`src/rtl/core/bgt_pkg.sv`:
```
// ----------------------------------------------------------------------------
// bgt_pkg
// Shared types and codes of the breadth first search engine.
// ----------------------------------------------------------------------------
package bgt_pkg;

   typedef enum logic {
      OP_ADD = 1'b0,
      OP_RUN = 1'b1
   } opcode_type;

   typedef enum logic [1:0] {
      ST_STORED  = 2'd0,
      ST_VISITED = 2'd1,
      ST_FULL    = 2'd2,
      ST_RANGE   = 2'd3
   } status_type;

   typedef enum logic [3:0] {
      S_IDLE,
      S_ADD_RD_U,
      S_ADD_WR_U,
      S_ADD_RD_V,
      S_ADD_WR_V,
      S_POP,
      S_HEAD,
      S_LINK,
      S_ENTRY
   } state_type;

   localparam int unsigned VertexBits = 6;
   localparam int unsigned CountBits  = 7;
   localparam logic [2:0]  RegVertexCount = 3'd0;

   typedef struct packed {
      logic                  opcode;
      logic [VertexBits-1:0] first_vertex;
      logic [VertexBits-1:0] second_vertex;
   } req_type;

   typedef struct packed {
      logic [VertexBits-1:0] vertex_out;
      logic [1:0]            status;
      logic                  last;
   } rsp_type;

   typedef struct packed {
      logic head_rd;
      logic head_wr;
      logic ent_rd;
      logic ent_wr;
   } store_ctl_type;

endpackage

```
`src/rtl/core/bgt_edge_store.sv`:
```
// ----------------------------------------------------------------------------
// bgt_edge_store
// List heads and adjacency entries, registered reads.
// ----------------------------------------------------------------------------
module bgt_edge_store
   import bgt_pkg::*;
#(
   parameter int unsigned MAX_VERTICES = 64,
   parameter int unsigned MAX_EDGES    = 128
) (
   input  logic                  clock,
   input  logic                  reset,
   input  store_ctl_type         ctl,
   input  logic [$clog2(MAX_VERTICES)-1:0]  head_addr,
   input  logic [$clog2(2*MAX_EDGES+1)-1:0] head_wdata,
   output logic [$clog2(2*MAX_EDGES+1)-1:0] head_rdata,
   input  logic [$clog2(2*MAX_EDGES)-1:0]   ent_addr,
   input  logic [VertexBits-1:0]            ent_wtarget,
   input  logic [$clog2(2*MAX_EDGES+1)-1:0] ent_wlink,
   output logic [VertexBits-1:0]            ent_rtarget,
   output logic [$clog2(2*MAX_EDGES+1)-1:0] ent_rlink
);

   localparam int unsigned Slots = 2 * MAX_EDGES;
   localparam int unsigned PW    = $clog2(Slots + 1);

   logic [PW-1:0]           head_mem [MAX_VERTICES];
   logic [MAX_VERTICES-1:0] head_valid_ff;
   logic [PW-1:0]           head_q_ff;
   logic                    head_qv_ff;
   logic [VertexBits-1:0]   tgt_mem [Slots];
   logic [PW-1:0]           lnk_mem [Slots];
   logic [VertexBits-1:0]   tgt_q_ff;
   logic [PW-1:0]           lnk_q_ff;

   always_ff @(posedge clock) begin
      if (reset) begin
         head_valid_ff <= '0;
      end else if (ctl.head_wr) begin
         head_valid_ff[head_addr] <= 1'b1;
      end
   end

   always_ff @(posedge clock) begin
      if (ctl.head_wr) begin
         head_mem[head_addr] <= head_wdata;
      end
      if (ctl.head_rd) begin
         head_q_ff  <= head_mem[head_addr];
         head_qv_ff <= head_valid_ff[head_addr];
      end
   end

   always_ff @(posedge clock) begin
      if (ctl.ent_wr) begin
         tgt_mem[ent_addr] <= ent_wtarget;
         lnk_mem[ent_addr] <= ent_wlink;
      end
      if (ctl.ent_rd) begin
         tgt_q_ff <= tgt_mem[ent_addr];
         lnk_q_ff <= lnk_mem[ent_addr];
      end
   end

   assign head_rdata  = head_qv_ff ? head_q_ff : '0;
   assign ent_rtarget = tgt_q_ff;
   assign ent_rlink   = lnk_q_ff;

endmodule

```
`config.mk`:
```
export PLATFORM = sky130hd
export DESIGN_NAME = bgt_edge_store
export DESIGN_NICKNAME = d
export VERILOG_FILES = /design/src/rtl/core/bgt_pkg.sv /design/src/rtl/core/bgt_edge_store.sv
export SDC_FILE = /design/constraint.sdc
export NUM_CORES = 2
export LEC_CHECK = 0
export BUFFER_PORTS_ARGS = -buffer_cell sky130_fd_sc_hd__buf_2
export CAP_MARGIN = 20
export CORE_UTILIZATION = 50
export DETAILED_ROUTE_END_ITERATION = 8
export MAX_ROUTING_LAYER = met4
export PLACE_DENSITY = 0.65
export SYNTH_ARGS = -nofsm -noshare
export SYNTH_HDL_FRONTEND = slang
export SYNTH_MEMORY_MAX_BITS = 65536
export SYNTH_SLANG_ARGS = --single-unit
```
`constraint.sdc`:
```
create_clock -name clock -period 3.15 [get_ports clock]
set_clock_uncertainty 0.15 [all_clocks]
set_input_delay 0 -clock clock [delete_from_list [all_inputs] [get_ports clock]]
set_output_delay 0 -clock clock [all_outputs]
set_load 0.01 [all_outputs]
```
# ---- Word-level counts from Yosys, hierarchy flattened
# Memory sizes are Yosys's and may differ from the RTL's. A register that Yosys moved wholly into a read port is not among the register bits.
# Index checks and enable logic that the tools add are counted.
dict set report totals {
  input_bits 44
  ramBits 4416
  latch_bits 0
  ff_bits 65
  wordCells 18
  mem_count 3
  out_inout_bits 24
  romBits 0
}
# memory words word_bits rd rd_ports_with_merged_regs wr line_no
set memory_table {}
lappend memory_table {lnk_mem 256 9 1 1 1 bgt_edge_store.sv:32} ;# logic [PW-1:0] lnk_mem [Slots];
lappend memory_table {tgt_mem 256 6 1 1 1 bgt_edge_store.sv:31} ;# logic [VertexBits-1:0] tgt_mem [Slots];
lappend memory_table {head_mem 64 9 1 1 1 bgt_edge_store.sv:27} ;# logic [PW-1:0] head_mem [MAX_VERTICES];
dict set report op_classes {
  n_addsub 0
  n_shift 0
  reduce_logical 1
  eq_ne 0
  order_cmp 2
  n_mux 9
  bitwise_logic 1
  mul 0
  n_div 0
}
# op count
set ops {}
lappend ops {{$or A64 B64 Y64} 1}
lappend ops {{$mux W9} 1}
lappend ops {{$lt A6 B7 Y1 const B} 1}
lappend ops {{$bmux W1 S6} 1}
lappend ops {{$demux W1 S6} 1}
lappend ops {{$ge A6 B1 Y1 const B} 1}
lappend ops {{$mux W1} 6}
lappend ops {{$logic_and A1 B1 Y1} 1}

# ---- Depth between registers and ports, before layout
dict set report logic_depth {
  depth_word 5
  mapped_depth 10
  mapped_depth_nobuf 5
}

# ---- Worst setup path after synthesis
# Ideal clock, no wire load.
dict set report synth_path {
  kind {input-to-reg}
  start {input ent_addr[3]}
  end {memory lnk_mem[60][0] in the netlist's numbering, enable pin}
  arrival_time_ps 2155
  required_ps 2614
  slack_ps 458
  stages 8
  path_buffers 5
  setup_ps 386
  cell_sequence {buf_2 -> and2_1 -> clkbuf_1 -> clkbuf_1 -> buf_1 -> nand2_1 -> clkbuf_1 -> nor2_1}
}
# element line_no
set synth_rtl {}
lappend synth_rtl {{from (decl)} bgt_edge_store.sv:17} ;# input logic [$clog2(2*MAX_EDGES)-1:0] ent_addr,
lappend synth_rtl {{to (decl)} bgt_edge_store.sv:32}
# No word-level cell before the write port.

==> results.md <==
- Status: finished with violations
- Failing checks: DRC
- Synth Warn #: 0
- Post-Place Cells: around 13k
- Net load switching power: roughly 27 mW
- Cell taking the most area after synthesis: edfxtp_1
- Worst VDD drop: 0.553 mV
- Core Box Area: 0.340 mm^2
- Combinational power share: 0.052
- Utilization after layout: 0.587
- Max Cap Viol: 0
- Hold Crit Class: input pin to register
- Area Overhead vs Synth: 16.8%
- CTS max path bufs: 4
- Cell variety after synth: 50
- Startpoint types: register
- WP data required: between 3000 and 4000 ps
- Reg2reg end: ent_rtarget[3]$_DFFE_PP_
- Die height: slightly below 600 um
- Port buffer count: 67
- Internal cell power: between 90 and 100 mW
- Layout Nets: 8894
- Yosys top cell area share: 0.780
- Synth Flop Type: edfxtp_1
- Worst setup margin: a little over 100 ps
- Cts bufs inserted: 444
- Setup TNS: 0 ps
- Leakage: about 63 nW
- HPWL Detailed: around 270000 um
- Post-synth EDFFs: 4441
- Layout cells sized above 1: 0.301
- Sequential area share after synthesis: 0.788
- Via count: just under 90k
- CTS Sinks: roughly 4.5k
- Syn Std Cell Area: 0.171 mm^2
- Row Count: about 210
- Syn avg cell area: 21.9 um^2
- Async set or reset register ratio after synthesis: 0
- #FFs+latches synth: between 4k and 5k
- CP max FO: 1
- Worst path max stage delay: 870 ps
- Worst hold path endpoint: lnk_mem[80][1]$_DFFE_PP_
- Pre-CTS WS: -565 ps
- Clock transition at path regs: 60 ps
- Hold Startpoint: ent_wlink[1]
- Clock network power share: 0.416
- Placer Congestion: 0.909
- Initial antenna violation count: 21
- Crit path DAT: approximately 3600 ps
- Via density: roughly 6.3
- Max Slew Vio Count: 0
- Clk_lat worst skew: 990 ps
- Worst-Margin Slew: 1270 ps
- FMAX: 328 MHz
- CTS tree: yes
- Fillers: 24.1k
- Largest net degree at the start of global routing: 137
- Number of global-route vias before repair: 86.8k
- Die area: 0.344 mm^2
- Crit path cell chain: mux4_2 > a22oi_1 > a21oi_1 > o41ai_1 > buf_4 > nand4_1
- Initial Util: 0.503
- DR pass1 iterations: 8
- WHS Path Cells: 3
- Reg2reg start: tgt_mem[186][3]$_DFFE_PP_
- Routed WL: 446000 um
- Switching Fraction: 0.214
- Total grt overflow: 0
- # IOs: 68
- Clock root buffer: clkbuf_16
- RSZ-0062 raised after global routing: false
- DRT antenna net count: 0
- CP Class: register to register
- Area contributors post-synth: edfxtp_1 78%, mux4_2 14%, a22oi_1 2.3%, nor2_1 1.0%, a21oi_1 0.80%
- Final hold viol count: 0
- Pwr per Cell Area: 622 mW/mm^2
- H-tree levels: 5
- Flop pwr share: 0.532
- Initial drt markers: between 10k and 15k
- Slew HR: 0.156
- Final period util: 0.967
- Die X: 587 um
- Fin crit period: slightly above 3000 ps
- Crit-path slowest cell: o41ai_1
- Final cell count without fillers: about 14k
- CP endpoint kind: register
- Routed wire per std cell: 32.4 um
- Final setup viols: 0
- First-pass GRT wire length: 639000 um
- Reg2Reg Setup Slack: about 100 ps
- Reg2Reg Depth: 6
- Drc violations: 2
- GR Util All Layers: 0.265
- Synthesized net count: 7861
- Synthesized instance count: 7817
[repair_timing]
action	4_1_cts	5_1_grt
hold endpoints to repair	7148	26
gates resized for setup	1	1
setup buffers	0	0
hold buffers	74	2
setup endpoints to repair	1	1
[layer usage]
| metal | part of all wire | global-route usage | vias up |
|---|---|---|---|
| met1 | 0.40 | 0.378 | 46600 |
| met3 | 0.098 | 0.0452 | 715 |
| met5 | 0 | - | - |
| li1 | - | - | 35300 |
| met4 | 0.032 | 0.0773 | 0 |
| met2 | 0.47 | 0.399 | 4748 |
[critical path, delay by kind of cell (launching register included)]
family	cells	cell delay, ps
buffers and inverters	1	290
DFF	1	360
AOI/OAI and AO/OA	3	1450
and+or+nand+nor	1	90
muxes	1	460
[how the worst max path moves through the flow]
stage | slack [ps] | endpoint | from
finish | 100 | ent_rtarget[3]$_DFFE_PP_ | tgt_mem[186][3]$_DFFE_PP_
detailed placement | -560 | ent_rtarget[4]$_DFFE_PP_ | ent_addr[0]
CTS | 50 | ent_rlink[4]$_DFFE_PP_ | lnk_mem[187][4]$_DFFE_PP_
global placement | -620 | ent_rtarget[4]$_DFFE_PP_ | ent_addr[0]
floorplan | 460 | lnk_mem[60][0]$_DFFE_PP_ | ent_addr[3]
global route | 110 | ent_rtarget[3]$_DFFE_PP_ | tgt_mem[186][3]$_DFFE_PP_
[power by group through the flow]
stage	combinational [mW]	sequential [mW]	clock, mW
floorplan	2.90	67.4	0
global placement	6.17	67.4	0
detailed placement	6.28	67.4	0
CTS	6.41	66.1	52.3
global route	6.70	66.1	54.5
finish	6.45	66.1	51.6
[placed cells by master, fill, tap and decap left out, types with 69 or more instances in the layout]
cell	netlist	final
edfxtp_1	4441	4441
mux4_2	1030	1030
buf_4	10	745
a22oi_1	531	531
nor2_1	467	464
clkbuf_16	0	447
a21oi_1	273	273
buf_12	0	189
clkinv_1	2	120
nand2_1	100	83
clkinv_2	0	80
clkbuf_1	277	76
dlygate4sd3_1	0	69
[metrics by stage]
stage                     total power [mW]  area, um^2  hold WS (ps)
after CTS                              125      199000         0.810
after global placement                73.5      184000           151
after floorplan                       70.3      171000         -51.1
final                                  124      200000          12.3
after detailed placement              73.7      184000           158
after global routing                   127      200000          33.2
[cells by family (layout without fill, tap and decap cells)]
kind of cell / Yosys count / in the layout / share of synthesized area
muxes: 1130 / 1130 / 0.142
and+or+nand+nor: 680 / 680 / 0.0168
DFF: 4505 / 4505 / 0.788
AOI/OAI and AO/OA: 1011 / 1011 / 0.0411
buffers and inverters: 491 / 1889 / 0.0122
other: 0 / 15 / 0
[synthesized netlist by cell type, drive strengths merged (14+ instances only)]
cell type / count
nor2: 467
buf: 210
clkbuf: 277
nor2b: 14
nand2: 100
o41ai: 60
mux2i: 32
mux4: 1030
o22ai: 26
nand4: 20
mux2: 68
dfxtp: 64
a21oi: 273
edfxtp: 4441
a221oi: 51
o21ai: 16
nand3: 15
and2: 15
a22oi: 531
[layout make-up]
type	instances	area [um^2]	area share
Multi-Input combinational cell	2821	34400	0.172
Antenna cell	15	37.5	0.000188
Inverter	4	15.0	0.0000752
Timing Repair Buffer	1074	10700	0.0535
Sequential cell	4505	135000	0.675
Tap cell	4536	5680	0.0284
Clock buffer	526	11500	0.0577
Clock inverter	285	2650	0.0133
[flip-flops by register name, indices dropped and copies added, names as in the netlist]
register	cells
head_qv_ff	1
head_mem	576
ent_rtarget	6
lnk_mem	2304
head_q_ff	9
tgt_mem	1536
head_valid_ff	64
ent_rlink	9
Power figures use the tool's default switching activity.
