## src/rtl/core/bgt_pkg.sv

```systemverilog
// ----------------------------------------------------------------------------
// bgt_pkg
// Shared types and codes of the breadth first search engine.
// ----------------------------------------------------------------------------
package bgt_pkg;

   typedef enum logic {
      OP_ADD = 1'b0,
      OP_RUN = 1'b1
   } opcode_type;

   typedef enum logic [1:0] {
      ST_STORED  = 2'd0,
      ST_VISITED = 2'd1,
      ST_FULL    = 2'd2,
      ST_RANGE   = 2'd3
   } status_type;

   typedef enum logic [3:0] {
      S_IDLE,
      S_ADD_RD_U,
      S_ADD_WR_U,
      S_ADD_RD_V,
      S_ADD_WR_V,
      S_POP,
      S_HEAD,
      S_LINK,
      S_ENTRY
   } state_type;

   localparam int unsigned VertexBits = 6;
   localparam int unsigned CountBits  = 7;
   localparam logic [2:0]  RegVertexCount = 3'd0;

   typedef struct packed {
      logic                  opcode;
      logic [VertexBits-1:0] first_vertex;
      logic [VertexBits-1:0] second_vertex;
   } req_type;

   typedef struct packed {
      logic [VertexBits-1:0] vertex_out;
      logic [1:0]            status;
      logic                  last;
   } rsp_type;

   typedef struct packed {
      logic head_rd;
      logic head_wr;
      logic ent_rd;
      logic ent_wr;
   } store_ctl_type;

endpackage

```

## src/rtl/core/bgt_seq.sv

```systemverilog
// ----------------------------------------------------------------------------
// bgt_seq
// Sequencer: edge linking, visit queue, seen map and list walk.
// ----------------------------------------------------------------------------
module bgt_seq
   import bgt_pkg::*;
#(
   parameter int unsigned MAX_VERTICES = 64,
   parameter int unsigned MAX_EDGES    = 128
) (
   input  logic                  clock,
   input  logic                  reset,
   input  logic                  start,
   output logic                  busy,
   input  req_type               req_data,
   input  logic [CountBits-1:0]  vertex_count,
   output logic                  rsp_strobe,
   output rsp_type               rsp_data,
   output store_ctl_type         ctl,
   output logic [$clog2(MAX_VERTICES)-1:0]  head_addr,
   output logic [$clog2(2*MAX_EDGES+1)-1:0] head_wdata,
   input  logic [$clog2(2*MAX_EDGES+1)-1:0] head_rdata,
   output logic [$clog2(2*MAX_EDGES)-1:0]   ent_addr,
   output logic [VertexBits-1:0]            ent_wtarget,
   output logic [$clog2(2*MAX_EDGES+1)-1:0] ent_wlink,
   input  logic [VertexBits-1:0]            ent_rtarget,
   input  logic [$clog2(2*MAX_EDGES+1)-1:0] ent_rlink
);

   localparam int unsigned Slots = 2 * MAX_EDGES;
   localparam int unsigned PW    = $clog2(Slots + 1);
   localparam int unsigned EW    = $clog2(Slots);
   localparam int unsigned VW    = $clog2(MAX_VERTICES);
   localparam int unsigned QW    = $clog2(MAX_VERTICES + 1);
   localparam logic [PW-1:0]        FullAt  = PW'(Slots - 2);
   localparam logic [QW-1:0]        QDepth  = QW'(MAX_VERTICES);
   localparam logic [CountBits-1:0] MaxCnt  = CountBits'(MAX_VERTICES);

   state_type               state_ff, state_in;
   req_type                 req_ff, req_in;
   logic [PW-1:0]           used_ff, used_in;
   logic [MAX_VERTICES-1:0] seen_ff, seen_in;
   logic [QW-1:0]           front_ff, front_in, rear_ff, rear_in;
   logic [VertexBits-1:0]   cur_ff, cur_in;
   logic                    strobe_ff, strobe_in;
   rsp_type                 rsp_ff, rsp_in;
   logic [VertexBits-1:0]   q_mem [MAX_VERTICES];
   logic [VertexBits-1:0]   q_rdata_ff;
   logic                    q_wr, q_rd;
   logic [VW-1:0]           q_waddr;
   logic [VertexBits-1:0]   q_wdata;

   logic [CountBits-1:0] eff;
   logic                 u_bad, v_bad, full, t_ok, walk_done;

   assign eff   = (vertex_count < MaxCnt) ? vertex_count : MaxCnt;
   assign u_bad = {1'b0, req_data.first_vertex} >= eff;
   assign v_bad = {1'b0, req_data.second_vertex} >= eff;
   assign full  = used_ff > FullAt;
   assign t_ok  = ({1'b0, ent_rtarget} < eff) && !seen_ff[ent_rtarget[VW-1:0]]
                  && (rear_ff < QDepth);
   assign walk_done = (state_ff == S_LINK) ? (head_rdata == '0) : (ent_rlink == '0);

   always_comb begin
      state_in = state_ff;
      case (state_ff)
         S_IDLE: begin
            if (start) begin
               if (req_data.opcode == OP_ADD) begin
                  if (!(u_bad || v_bad || full)) state_in = S_ADD_RD_U;
               end else if (!u_bad) begin
                  state_in = S_POP;
               end
            end
         end
         S_ADD_RD_U: state_in = S_ADD_WR_U;
         S_ADD_WR_U: state_in = S_ADD_RD_V;
         S_ADD_RD_V: state_in = S_ADD_WR_V;
         S_ADD_WR_V: state_in = S_IDLE;
         S_POP:      state_in = S_HEAD;
         S_HEAD:     state_in = S_LINK;
         S_LINK, S_ENTRY: begin
            if (!walk_done) state_in = S_ENTRY;
            else if (front_ff == rear_in) state_in = S_IDLE;
            else state_in = S_POP;
         end
         default: state_in = S_IDLE;
      endcase
   end

   always_comb begin
      req_in      = req_ff;
      used_in     = used_ff;
      seen_in     = seen_ff;
      front_in    = front_ff;
      rear_in     = rear_ff;
      cur_in      = cur_ff;
      strobe_in   = 1'b0;
      rsp_in      = rsp_ff;
      ctl         = '0;
      head_addr   = req_ff.first_vertex[VW-1:0];
      head_wdata  = used_ff + PW'(1);
      ent_addr    = used_ff[EW-1:0];
      ent_wtarget = req_ff.second_vertex;
      ent_wlink   = head_rdata;
      q_wr        = 1'b0;
      q_rd        = 1'b0;
      q_waddr     = rear_ff[VW-1:0];
      q_wdata     = ent_rtarget;
      case (state_ff)
         S_IDLE: begin
            if (start) begin
               req_in = req_data;
               rsp_in = '{vertex_out: '0, status: ST_STORED, last: 1'b1};
               if (req_data.opcode == OP_ADD) begin
                  if (u_bad || v_bad) begin
                     strobe_in     = 1'b1;
                     rsp_in.status = ST_RANGE;
                  end else if (full) begin
                     strobe_in     = 1'b1;
                     rsp_in.status = ST_FULL;
                  end
               end else if (u_bad) begin
                  strobe_in     = 1'b1;
                  rsp_in.status = ST_RANGE;
               end else begin
                  seen_in = '0;
                  seen_in[req_data.first_vertex[VW-1:0]] = 1'b1;
                  q_wr     = 1'b1;
                  q_waddr  = '0;
                  q_wdata  = req_data.first_vertex;
                  front_in = '0;
                  rear_in  = QW'(1);
               end
            end
         end
         S_ADD_RD_U: ctl.head_rd = 1'b1;
         S_ADD_WR_U: begin
            ctl.head_wr = 1'b1;
            ctl.ent_wr  = 1'b1;
            used_in     = used_ff + PW'(1);
         end
         S_ADD_RD_V: begin
            ctl.head_rd = 1'b1;
            head_addr   = req_ff.second_vertex[VW-1:0];
         end
         S_ADD_WR_V: begin
            ctl.head_wr = 1'b1;
            ctl.ent_wr  = 1'b1;
            head_addr   = req_ff.second_vertex[VW-1:0];
            ent_wtarget = req_ff.first_vertex;
            used_in     = used_ff + PW'(1);
            strobe_in   = 1'b1;
            rsp_in      = '{vertex_out: '0, status: ST_STORED, last: 1'b1};
         end
         S_POP: begin
            q_rd     = 1'b1;
            front_in = front_ff + QW'(1);
         end
         S_HEAD: begin
            cur_in      = q_rdata_ff;
            ctl.head_rd = 1'b1;
            head_addr   = q_rdata_ff[VW-1:0];
         end
         S_LINK, S_ENTRY: begin
            if (state_ff == S_ENTRY && t_ok) begin
               seen_in[ent_rtarget[VW-1:0]] = 1'b1;
               q_wr    = 1'b1;
               rear_in = rear_ff + QW'(1);
            end
            if (walk_done) begin
               strobe_in = 1'b1;
               rsp_in    = '{vertex_out: cur_ff, status: ST_VISITED,
                             last: (front_ff == rear_in)};
            end else begin
               ctl.ent_rd = 1'b1;
               ent_addr   = (state_ff == S_LINK) ? EW'(head_rdata - PW'(1))
                                                 : EW'(ent_rlink - PW'(1));
            end
         end
         default: ;
      endcase
   end

   always_ff @(posedge clock) begin
      if (q_wr) begin
         q_mem[q_waddr] <= q_wdata;
      end
      if (q_rd) begin
         q_rdata_ff <= q_mem[front_ff[VW-1:0]];
      end
   end

   always_ff @(posedge clock) begin
      if (reset) begin
         state_ff  <= S_IDLE;
         used_ff   <= '0;
         seen_ff   <= '0;
         front_ff  <= '0;
         rear_ff   <= '0;
         strobe_ff <= 1'b0;
      end else begin
         state_ff  <= state_in;
         used_ff   <= used_in;
         seen_ff   <= seen_in;
         front_ff  <= front_in;
         rear_ff   <= rear_in;
         strobe_ff <= strobe_in;
      end
   end

   always_ff @(posedge clock) begin
      req_ff <= req_in;
      cur_ff <= cur_in;
      rsp_ff <= rsp_in;
   end

   assign busy       = (state_ff != S_IDLE);
   assign rsp_strobe = strobe_ff;
   assign rsp_data   = rsp_ff;

endmodule

```

## config.mk

```make
export PLATFORM = sky130hd
export DESIGN_NAME = bgt_seq
export DESIGN_NICKNAME = d
export VERILOG_FILES = /design/src/rtl/core/bgt_pkg.sv /design/src/rtl/core/bgt_seq.sv
export SDC_FILE = /design/constraint.sdc
export NUM_CORES = 1
export LEC_CHECK = 0
export BUFFER_PORTS_ARGS = -buffer_cell sky130_fd_sc_hd__buf_4
export CORE_MARGIN = 2
export CORE_UTILIZATION = 55
export CTS_BUF_LIST = sky130_fd_sc_hd__clkbuf_2 sky130_fd_sc_hd__clkbuf_4 sky130_fd_sc_hd__clkbuf_8
export CTS_CLUSTER_DIAMETER = 40
export DETAILED_ROUTE_END_ITERATION = 10
export GPL_TIMING_DRIVEN = 0
export MAX_ROUTING_LAYER = met4
export PLACE_DENSITY = 0.72
export SYNTH_ARGS = -nofsm -noshare
export SYNTH_HDL_FRONTEND = slang
export SYNTH_SLANG_ARGS = --single-unit
```

## constraint.sdc

```tcl
create_clock -name clock -period 10.75 [get_ports clock]
set_clock_uncertainty 0.05 [all_clocks]
set_input_delay 2.15 -clock clock [delete_from_list [all_inputs] [get_ports clock]]
set_output_delay 2.15 -clock clock [all_outputs]
set_load 0.01 [all_outputs]
```

---- Yosys cells after proc, flatten, opt, wreduce, memory -nomap -nowiden ----
Memory sizes are Yosys's and may differ from the RTL's. A register that Yosys moved wholly into a read port is not among the register bits.
Index checks and enable logic that the tools add are counted.
operators by class
  $add $sub $neg .......................... 5
  order comparisons ....................... 10
  equal/unequal tests ..................... 17
  muxes and demuxes ....................... 69
  bitwise operators ....................... 1
  reductions and logical operators ........ 24
operators with widths
  operator               count
  $mux W64               4
  $pmux W64 S2           1
  $or A64 B64 Y64        1
  $mux W7                9
  $mux W6                9
  $pmux W4 S7            1
  $pmux W7 S2            2
  $pmux W9 S3            1
  $mux W8                3
  $mux W1                21
  $mux W4                5
  $logic_not A9 Y1       2
  $mux W9                2
  $eq A4 B3 Y1 const B   4
  $sub A8 B1 Y8 const B  2
  $add A7 B1 Y7 const B  2
  $eq A7 B7 Y1           2
  $ge A6 B7 Y1           2
  $lt A6 B7 Y1 const B   2
  $lt A7 B7 Y1 const B   2
  $demux W1 S6           2
  $ge A6 B1 Y1 const B   2
  $pmux W6 S2            1
  $ne A2 B2 Y1 const B   5
  25 further kinds       39
word-level totals
  bits in registers ....................... 119
  RAM bits ................................ 384
  input port bits ......................... 47
  output and inout bits ................... 53
  word-level logic and storage cells ...... 139
  memories kept ........................... 1
memories
  memory  words  width  read ports  clocked after Yosys merged registers in  write ports  RTL line       source
  q_mem   64     6      1           1                                        1            bgt_seq.sv:47  logic [VertexBits-1:0] q_mem [MAX_VERTICES];

---- Depth between registers and ports, before layout ----
  word-level depth ........................ 13
  mapped depth ............................ 14
  gate-level depth less buffers ........... 12

---- Worst setup path after synthesis ----
Ideal clock, no wire load.
  kind .................................... input to register
  start ................................... in vertex_count[6]
  end ..................................... mem q_mem[0][0], data pin
  setup time .............................. 0.702 ns
  arrival ................................. 6.839 ns
  required time ........................... 9.998 ns
  setup slack ............................. 3.159 ns
  stages on the path ...................... 11
  buffers on the path ..................... 4
  path through ............................ clkbuf_1 -> nand2b_1 -> ha_1 -> o21ai_0 -> a21oi_1 -> o32ai_1 -> nand2_1 -> clkbuf_1 -> clkbuf_1 -> clkbuf_1 -> o21ai_0
on the way
  longest elaborated chain between the ends .. 7
ends and longest elaborated chain
  element             RTL line        source
  start: declaration  bgt_seq.sv:16   input logic [CountBits-1:0] vertex_count,
  $lt A7 B7 Y1        bgt_seq.sv:56   assign eff = (vertex_count < MaxCnt) ? vertex_count : MaxCnt;
  $mux W7 (*)         bgt_seq.sv:56
  $ge A6 B7 Y1 (*)    bgt_seq.sv:57   assign u_bad = {1'b0, req_data.first_vertex} >= eff;
  $mux W6 (*)         bgt_seq.sv:123  end else if (u_bad) begin
  $mux W6 (*)         bgt_seq.sv:115  if (req_data.opcode == OP_ADD) begin
  $mux W6 (*)         bgt_seq.sv:112  if (start) begin
  $mux W6 (*)         bgt_seq.sv:110  case (state_ff)
  net q_wdata[0]      bgt_seq.sv:51   logic [VertexBits-1:0] q_wdata;
  end: declaration    bgt_seq.sv:47
The timed path passes the listed nets; every way through them passes the cells marked *.

---- Final worst setup path ----
  start ................................... in vertex_count[6]
  end ..................................... mem q_mem[17][2] (enable)
on the way
  longest elaborated chain between the ends .. 10
  elaborated cells on any way between the ends .. 18
  classes of those cells .................. order compare: 3; mux: 12; reduce/logical: 3
ends and longest elaborated chain
  element                        RTL line        source
  $lt A7 B7 Y1                   bgt_seq.sv:56
  $mux W7 (*)                    bgt_seq.sv:56
  $lt A6 B7 Y1                   bgt_seq.sv:60   assign t_ok = ({1'b0, ent_rtarget} < eff) && !seen_ff[ent_rtarget[VW-1:0]]
  $logic_and A1 B1 Y1            bgt_seq.sv:60
  $logic_and A1 B1 Y1            bgt_seq.sv:61   && (rear_ff < QDepth);
  $logic_and A1 B1 Y1            bgt_seq.sv:166  if (state_ff == S_ENTRY && t_ok) begin
  $mux W1                        bgt_seq.sv:166
  $pmux W1 S2                    bgt_seq.sv:110
  $mux W1                        bgt_seq.sv:186  if (q_wr) begin
  $mux W1 (implied by the code)  bgt_seq.sv:187  q_mem[q_waddr] <= q_wdata;
Every way passes the cells marked *; elsewhere a longest branch is shown, timed or not.

==> results.json <==
{
  "grt_pass1_wl_um": 88200,
  "min_period_ns": 6.31,
  "fmaxAchievable_ghz": 0.158,
  "cts_setup_buffers": 0,
  "met2_usage": 0.419,
  "grt_start_max_net_pins": 53,
  "worst_slew_pin_slew_ns": 1.59,
  "busiest_layer": "met2",
  "first_iter_violations": 1981,
  "pre_cts_slack_ns": 3.91,
  "violations": "max-capacitance violations, max-slew violations",
  "rows": 74,
  "ys_seq_area_frac": 0.630,
  "vias": 15425,
  "drc": 0,
  "ios": 100,
  "grt_pass1_vias": 14678,
  "syn_nets": 1702,
  "post_cts_resized": 0,
  "rsz0062_at_grt": "no",
  "grt_usage": 0.279,
  "cp-end-kind": "flop",
  "ir_drop_mv": 0.120,
  "gp_congestion": 0.924,
  "grt-ovfl-total": 0,
  "cts_hold_buffers": 0,
  "cts.clk_slew.worst_paths_ns": 0.06,
  "fin_ws_ns": 4.44,
  "power.total_mw": 4.89,
  "syn_area_sq_um": 22800,
  "cts.sinks": 509,
  "fin_crit_sh": 0.587,
  "wl_per_cell_um": 24.1,
  "status": "finished with violations",
  "insertion_delay_ns": 0.66,
  "async_flop_share": 0,
  "vias_per_cell": 6.38,
  "die_area_sq_um": 43100,
  "synth_cell_types": 73,
  "cap_violations": 1,
  "powerDensity_nw_per_um2": 188,
  "die_x_um": 208,
  "hold_path.class": "flop to flop",
  "setup_tns_ns": 0,
  "setup.worst_path.start_class": "input pin",
  "finalSetupViolations": 0,
  "initial_core_util": 0.558,
  "synth_warnings": 0,
  "ys_ff_latch": 509,
  "dr.pass1.iters": 7,
  "hold_viol": 0,
  "holdWs_ns": 0.458,
  "routed_wl_um": 58300,
  "dieHeight_um": 208,
  "numPortBuffers": 96,
  "max_slew_margin": -0.0581,
  "cp_max_fo": 10,
  "layout.nets": 1892,
  "n_antenna_cell": 0,
  "clockBufferDepth": 3,
  "drv_slew": 9,
  "synthCells": 1633,
  "post-dp-hpwl_um": 39000,
  "cts_root_buf": "clkbuf_8",
  "p_leak_nw": 8.55,
  "criticalPathCategory": "input pin to flop",
  "grtUsageMet1": 0.380,
  "antenna_found_initial": 0,
  "drive_gt1_frac": 0.230,
  "crit_arrival_ns": 6.53,
  "synth-main-ff-cell": "edfxtp_1",
  "ant_nets": 0,
  "htreeDepth": 3,
  "cts_tree": "built",
  "area_growth_pct": 14.4,
  "avgSynthCellArea_sq_um": 14.0,
  "globalRouteMet3Util": 0.0552,
  "required_ns": 10.97,
  "numCtsBuffers": 86,
  "coreArea_sq_um": 40800,
  "synth_edf_count": 417
}
==> layer usage <==
metal,share of wire,up-vias
met3,0.10,143
li1,-,6735
met1,0.40,7612
met4,0.034,0
met2,0.47,935
met5,0,-
==> layout make-up <==
| class | instances | area, sq um |
|---|---|---|
| Sequential cell | 509 | 14400 |
| Inverter | 15 | 56.3 |
| Tap cell | 532 | 666 |
| Multi-Input combinational cell | 979 | 7850 |
| Timing Repair Buffer | 102 | 841 |
| Fill cell | 2956 | 14800 |
| Buffer | 130 | 578 |
| Clock buffer | 118 | 1450 |
| Clock inverter | 32 | 264 |
==> kinds of logic after synthesis <==
group | synth area share
flip-flops | 0.630
AND/OR/NAND/NOR | 0.0929
AO/OA/AOI/OAI | 0.0790
multiplexers | 0.144
buffers and inverters | 0.0278
XOR/XNOR | 0.0138
adder cells (fa/ha/maj) | 0.0121
==> Yosys cell counts, types with 21 or more instances <==
master | count | area (sq um)
edfxtp_1 | 417 | 12500
a21oi_1 | 161 | 806
mux4_2 | 127 | 2860
nor2_1 | 122 | 458
dfxtp_1 | 92 | 1840
nor3_1 | 91 | 455
o21ai_0 | 88 | 440
clkbuf_1 | 85 | 319
nand2_1 | 81 | 304
nand3_1 | 30 | 150
mux2i_1 | 29 | 290
ha_1 | 22 | 275
xor2_1 | 21 | 184
==> per-stage QoR <==
step	util	std cells	instance area, sq um
final	0.638	2417	26100
after global routing	0.638	2417	26100
after CTS	0.638	2417	26100
after detailed placement	0.596	2267	24400
after global placement	0.592	2261	24200
after floorplan	-	1633	22800
==> layout by cell type (no fill, tap or decap), types with 15 or more instances in the layout <==
master / synthesis / final
clkbuf_1: 85 / 85
buf_4: 17 / 113
o21ai_0: 88 / 87
xnor2_1: 15 / 15
clkbuf_8: 0 / 90
mux4_2: 127 / 127
nand3_1: 30 / 30
buf_1: 17 / 17
nor2_1: 122 / 122
dfxtp_1: 92 / 92
ha_1: 22 / 22
nor3_1: 91 / 89
nand2_1: 81 / 76
clkbuf_4: 0 / 28
edfxtp_1: 417 / 417
mux2i_1: 29 / 29
a21oi_1: 161 / 161
xor2_1: 21 / 21
==> final timing paths <==
check / cells after the start / slack, ns / start / to
worst max-delay path: 11 / 4.44 / vertex_count[6] / q_mem[17][2]
worst min-delay path: 0 / 0.46 / q_rdata_ff[5] / cur_ff[5]
worst max register to register: 8 / 6.53 / state_ff[0] / q_mem[17][2]
worst min register to register: 0 / 0.46 / q_rdata_ff[5] / cur_ff[5]
==> critical path, stage by stage <==
cell and delay, ns:
clkbuf_1 0.23, nand2b_1 0.31, ha_1 0.33, o21ai_0 0.07
a21oi_1 0.27, o32ai_1 0.28, nand2_1 0.17, clkbuf_1 0.48
clkbuf_1 0.57, nand4_1 0.84, nor2_1 0.81
==> where the power goes <==
| group | total, mW | switching (mW) | leakage, nW | internal, mW |
|---|---|---|---|---|
| Sequential | 2.36 | 0.0527 | 4.52 | 2.31 |
| Combinational | 0.822 | 0.503 | 3.13 | 0.319 |
| Clock | 1.71 | 0.764 | 0.898 | 0.949 |
==> state kept, by name, summed over array words and instances (netlist names) <==
| register | count |
|---|---|
| q_mem | 384 |
| front_ff | 7 |
| q_rdata_ff | 6 |
| cur_ff | 6 |
| state_ff | 4 |
| rear_ff | 7 |
| rsp_strobe | 1 |
| req_ff | 12 |
| used_ff | 9 |
| seen_ff | 64 |
| rsp_data | 9 |
(Power assumes the default switching activity.)
